<file path="src/olirf_pkg.sv">
// package for the ordered key list: port widths, default sizes, opcodes and status codes
// no dependencies; imported by olirf_ram and ordered_list_insert_remove_find
`timescale 1ns / 1ps

package olirf_pkg;

    // default sizing of the list store
    localparam int DEPTH_DEF    = 64;
    localparam int KEY_BITS_DEF = 64;

    // fixed port widths
    localparam int OPCODE_W = 3;
    localparam int KEY_W    = 64;
    localparam int POS_W    = 7;
    localparam int STATUS_W = 2;
    localparam int RPOS_W   = 6;
    localparam int COUNT_W  = 7;

    typedef enum logic [OPCODE_W-1:0] {
        OP_APPEND = 3'd0,
        OP_INSERT = 3'd1,
        OP_REMOVE = 3'd2,
        OP_FIND   = 3'd3,
        OP_CLEAR  = 3'd4
    } t_opcode;

    typedef enum logic [STATUS_W-1:0] {
        ST_OK       = 2'd0,
        ST_BADPOS   = 2'd1,
        ST_NOTFOUND = 2'd2,
        ST_FULL     = 2'd3
    } t_status;

endpackage

</file>
<file path="src/olirf_ram.sv">
// list store: single-port-write, single-port-read synchronous memory, registered read
// depends on olirf_pkg for default sizes
`timescale 1ns / 1ps

module olirf_ram
    import olirf_pkg::*;
#(
    parameter int DEPTH    = DEPTH_DEF,
    parameter int KEY_BITS = KEY_BITS_DEF,
    localparam int IDX_W   = $clog2(DEPTH)
) (
    input  logic                i_clk,
    input  logic                i_we,
    input  logic [IDX_W-1:0]    i_waddr,
    input  logic [KEY_BITS-1:0] i_wdata,
    input  logic [IDX_W-1:0]    i_raddr,
    output logic [KEY_BITS-1:0] o_rdata
);

    logic [KEY_BITS-1:0] r_mem [DEPTH];
    logic [KEY_BITS-1:0] r_rdata;

    always_ff @(posedge i_clk) begin
        if (i_we) begin
            r_mem[i_waddr] <= i_wdata;
        end
    end

    always_ff @(posedge i_clk) begin
        r_rdata <= r_mem[i_raddr];
    end

    assign o_rdata = r_rdata;

endmodule

</file>
<file path="config.mk">
export PLATFORM = sky130hd
export DESIGN_NAME = olirf_ram
export DESIGN_NICKNAME = d
export VERILOG_FILES = /design/src/olirf_pkg.sv /design/src/olirf_ram.sv
export SDC_FILE = /design/constraint.sdc
export NUM_CORES = 2
export LEC_CHECK = 0
export BUFFER_PORTS_ARGS = -buffer_cell sky130_fd_sc_hd__buf_4
export CAP_MARGIN = 0
export CORE_MARGIN = 3
export CORE_UTILIZATION = 35
export CTS_CLUSTER_SIZE = 28
export DETAILED_ROUTE_END_ITERATION = 10
export PLACE_DENSITY_LB_ADDON = 0.15
export SETUP_SLACK_MARGIN = 0.1
export SLEW_MARGIN = 20
export SYNTH_ARGS = -nofsm -noshare
export SYNTH_HDL_FRONTEND = slang
export SYNTH_SLANG_ARGS = --single-unit
</file>
<file path="constraint.sdc">
create_clock -name i_clk -period 7.08 [get_ports i_clk]
set_input_delay 1.062 -clock i_clk [delete_from_list [all_inputs] [get_ports i_clk]]
set_output_delay 1.062 -clock i_clk [all_outputs]
set_load 0.1 [all_outputs]
</file>
=== After elaboration in Yosys (flattened, before gate mapping) ===
Memories as Yosys holds them, arrays and structs flattened. A register that Yosys moved wholly into a read port is not among the register bits.
Index checks and enable logic that the tools add are counted.

* Word-level logic and storage cells: 3
* Memories: 1
* Latch bits: 0
* Input bits: 78
* RAM bits: 4096
* Register bits after elaboration: 0
* ROM bits: 0

* Bitwise logic cells: 0
* Multiply operators: 0
* Magnitude comparators: 0
* Equality and inequality tests: 0
* Reduce and logical (&&, ||, !) cells: 0
* Add/sub/neg operators: 0
* Shift operators: 0
* Divide/modulo/power cells: 0
* Mux-type cells: 2

{| class="wikitable"
|+ Memory list
! name !! depth !! bits a word !! rd ports !! clocked after memory_dff !! wr ports !! line !! text
|-
| r_mem || 64 || 64 || 1 || 1 || 1 || olirf_ram.sv:20 || <nowiki>logic [KEY_BITS-1:0] r_mem [DEPTH];</nowiki>
|}

{| class="wikitable"
|+ Operators with widths
! cell !! number
|-
| 1-bit 2-to-1 mux || 2
|}

=== Longest topological paths before layout ===
* Depth after elaboration: 2
* Mapped depth: 9

=== Least setup slack after synthesis ===
OpenSTA, ideal clock, no wires.

* Path type: input port to flip-flop
* Start point: input i_waddr[3]
* End point: memory r_mem[48][0] (netlist bit) (enable)
* Data required time: 6.516 ns
* Library setup time: 0.564 ns
* Cell stages on the path: 4
* Path slack: 0.582 ns
* Path buffers: 1
* Arrival: 5.934 ns
* Cells stage by stage: clkbuf_1 -> nor2b_1 -> nand4b_1 -> nor3_1

{| class="wikitable"
|+ RTL lines
! item !! line !! text
|-
| start, declared || olirf_ram.sv:14 || <nowiki>input logic [IDX_W-1:0] i_waddr,</nowiki>
|-
| end, declared || olirf_ram.sv:20 ||
|}

Straight into the memory's write port.

==> metrics.md <==
| Metric | Value |
|---|---|
| 1st-pass router iterations | `7` |
| Worst r2r src | `r_mem[38][53]` |
| Largest net degree at the start of global routing | `107` |
| Hpwl dp | `263000 um` |
| Hold Crit Start | `i_waddr[1]` |
| CP Launch Type | `primary input` |
| Min Clock Period, post-route | `3.47 ns` |
| Reg2Reg Depth | `4` |
| Cell area after placement | `166000 um^2` |
| Worst-path clk slew | `0.06 ns` |
| Cell area power density | `292 nW/um^2` |
| Total vias in the final route | `75600` |
| I/O pin count | `142` |
| Pins Over Slew Limit | `0` |
| Core outline area | `443000 um^2` |
| Worst-path fanout max | `53` |
| Setup Skew | `0.0464 ns` |
| Via/cell ratio | `5.67` |
| Root Driver | `clkbuf_16` |
| Total gr overflow | `0` |
| Buffers on Ports | `141` |
| Worst hold path depth | `2` |
| Clock sink total | `4160` |
| Post-route DRC | `0` |
| Maximum clock path buffer count | `4` |
| Synth top area cells | `edfxtp_1, mux4_2, mux2i_1` |
| Design area | `180000 um^2` |
| Setup violations, final | `0` |
| Setup TNS | `0 ns` |
| Status | `complete, no violations` |
| Cts hold-fix bufs | `0` |
| Count leader, synth | `edfxtp_1` |
| Chip Width | `674 um` |
| Max Fclk | `0.288 GHz` |
| Layout cells sized above 1 | `28.6%` |
| Share of the synthesized area in the top cell type | `78.7%` |
| Worst skew pair latency | `1.00 ns` |
| Final hold vios | `0` |
| WP data required | `7.87 ns` |
| Syn Area/Cell | `23.7 um^2` |
| Largest stage delay, worst path | `0.66 ns` |
| CP max stage cell | `a211oi_1` |
| First-pass GRT wire length | `670000 um` |
| Vias in the first global route | `77400` |
| Max_cap viols | `0` |
| Crit path kind | `in -> reg` |
| CTS buffer count | `438` |
| Sequential fraction of the synthesis area | `79.5%` |
| CTS tree | `done` |
| Rows | `244` |
| Most frequent cells after synthesis | `edfxtp_1, mux4_2, buf_2` |
| Max IR drop VDD | `212 uV` |
| Tot GR Track Use | `21.4%` |
| Cell count after placement | `12500` |
| Main synth FF type | `edfxtp_1` |
| GPL Wtd Cong | `0.753` |
| Element type at the critical path end | `flip-flop` |
| DIE HEIGHT | `674 um` |
| Yosys reg bits | `4160` |
| FFs w/ async S/R, synth | `0%` |
| DRT iter0 DRCs | `8058` |
| Reg2reg end | `o_rdata[53]` |
| Post-synthesis instance total | `6598` |
| Cells resized by post-CTS repair | `0` |
| Routed Antenna Nets | `0` |
| Unique masters post-synth | `33` |
| Final Cycle Share | `49.0%` |
| Leakage | `55.5 nW` |
| Die area | `455000 um^2` |
| Syn nets | `6676` |
| H-Tree Depth | `5` |
| WL final | `493000 um` |
| Number of synthesized flops with an enable pin | `4096` |
| Hold/Removal Path Class | `in -> reg` |
| Layout area overhead | `15.2%` |
| Crit-path cells | `buf_8 > and2_4 > buf_12 > buf_4 > a22oi_1 > and3_1 > a211oi_1` |
| Post-DR wirelength/cell | `37.0 um` |
| Critical Path Start | `i_raddr[2]` |
| Post-layout util | `40.6%` |
| Critical Path AT | `4.26 ns` |
| Initial antenna violation count | `54` |
| CP Capture Point | `o_rdata[47]` |
| Relative slew slack | `23.5%` |
| Yosys Warn Count | `0` |
| Worst reg2reg setup slack | `4.93 ns` |
| Syn Std Cell Area | `156000 um^2` |
| Post-layout nets | `7126` |
| RSZ-0062 raised after global routing | `no` |
| Setup bufs post-CTS | `0` |
| Layout Cells excl Fill | `13300` |
| Worst Tran Pin Value | `1.15 ns` |
| Initial core utilization | `35.3%` |
| Cell accounting for the most synthesized area | `edfxtp_1` |
-- critical path: cells and delay by family --
family / cells / cell delay (ns)
AO/OA/AOI/OAI: 2 / 0.81
buffers and inverters: 3 / 1.40
AND/OR/NAND/NOR: 2 / 0.74
-- routing by layer --
metal	vias to the layer above	GRT usage (%)	wire length [um]
met5	-	0	101
li1	29500	-	-
met4	18	4.60	11300
met1	43000	30.3	212000
met3	589	3.17	28900
met2	2555	35.3	241000
-- final cells by class --
cell class                      count  area, um^2
Tap cell                         5904        7390
Inverter                           19        71.3
Clock buffer                      572       11700
Antenna cell                        9        22.5
Timing Repair Buffer              380        3670
Sequential cell                  4160      124000
Fill cell                       38800      263000
Clock inverter                    237        2120
Multi-Input combinational cell   2049       30800
-- metrics by stage --
stage	setup slack (ns)	hold slack, ns	total power, mW
after detailed placement	2.65	0.839	30.9
after CTS	3.69	0.461	53.1
after global placement	2.66	0.834	30.8
final	3.61	0.550	52.5
after global routing	3.68	0.497	54.2
after floorplan	0.582	0.788	29.5
-- how the worst min path moves through the flow --
stage,slack (ns),to
6_report,0.55,r_mem[48][52]
5_1_grt,0.50,r_mem[48][52]
4_1_cts,0.46,r_mem[48][52]
3_5_place_dp,0.84,o_rdata[26]
3_3_place_gp,0.83,o_rdata[18]
2_1_floorplan,0.79,o_rdata[61]
-- cell families (layout without fill, tap and decap cells) --
logic type      after synthesis  in the layout  share of synthesized area (%)
mux                        1159           1159                           15.6
simple gates                386            386                           1.24
flops                      4160           4160                           79.5
compound gates              504            504                           2.48
buf+inv                     389           1208                           1.18
other cells                   0              9                              0
-- where the power goes --
part / leakage (nW) / internal, mW / switching, mW / total, mW
clock network: 6.77 / 12.6 / 9.63 / 22.3
logic: 11.4 / 0.900 / 1.94 / 2.84
registers: 37.4 / 27.3 / 0.152 / 27.4
-- placed cells by master (no fill, tap or decap), types with 26 or more instances in the layout --
cell / Yosys / final
nor2_4: 0 / 65
clkinv_1: 0 / 94
dfxtp_1: 64 / 64
mux4_2: 1024 / 1024
a41oi_1: 26 / 26
clkinv_2: 0 / 78
and3_1: 64 / 64
a22oi_1: 168 / 168
bufinv_16: 0 / 26
nor2_1: 112 / 47
or2_2: 28 / 28
a22o_1: 88 / 88
mux2i_1: 135 / 135
o221ai_1: 38 / 38
o22ai_1: 83 / 83
clkbuf_16: 0 / 441
a211oi_1: 63 / 62
clkbuf_1: 140 / 109
edfxtp_1: 4096 / 4096
nand3_1: 45 / 45
buf_12: 0 / 59
or3_1: 29 / 29
nand2_1: 58 / 54
buf_4: 34 / 315
-- state kept, by name, summed over array words and instances, names as in the netlist --
register / flops
o_rdata: 64
r_mem: 4096
No activity file was read; power rests on OpenSTA's default activity.
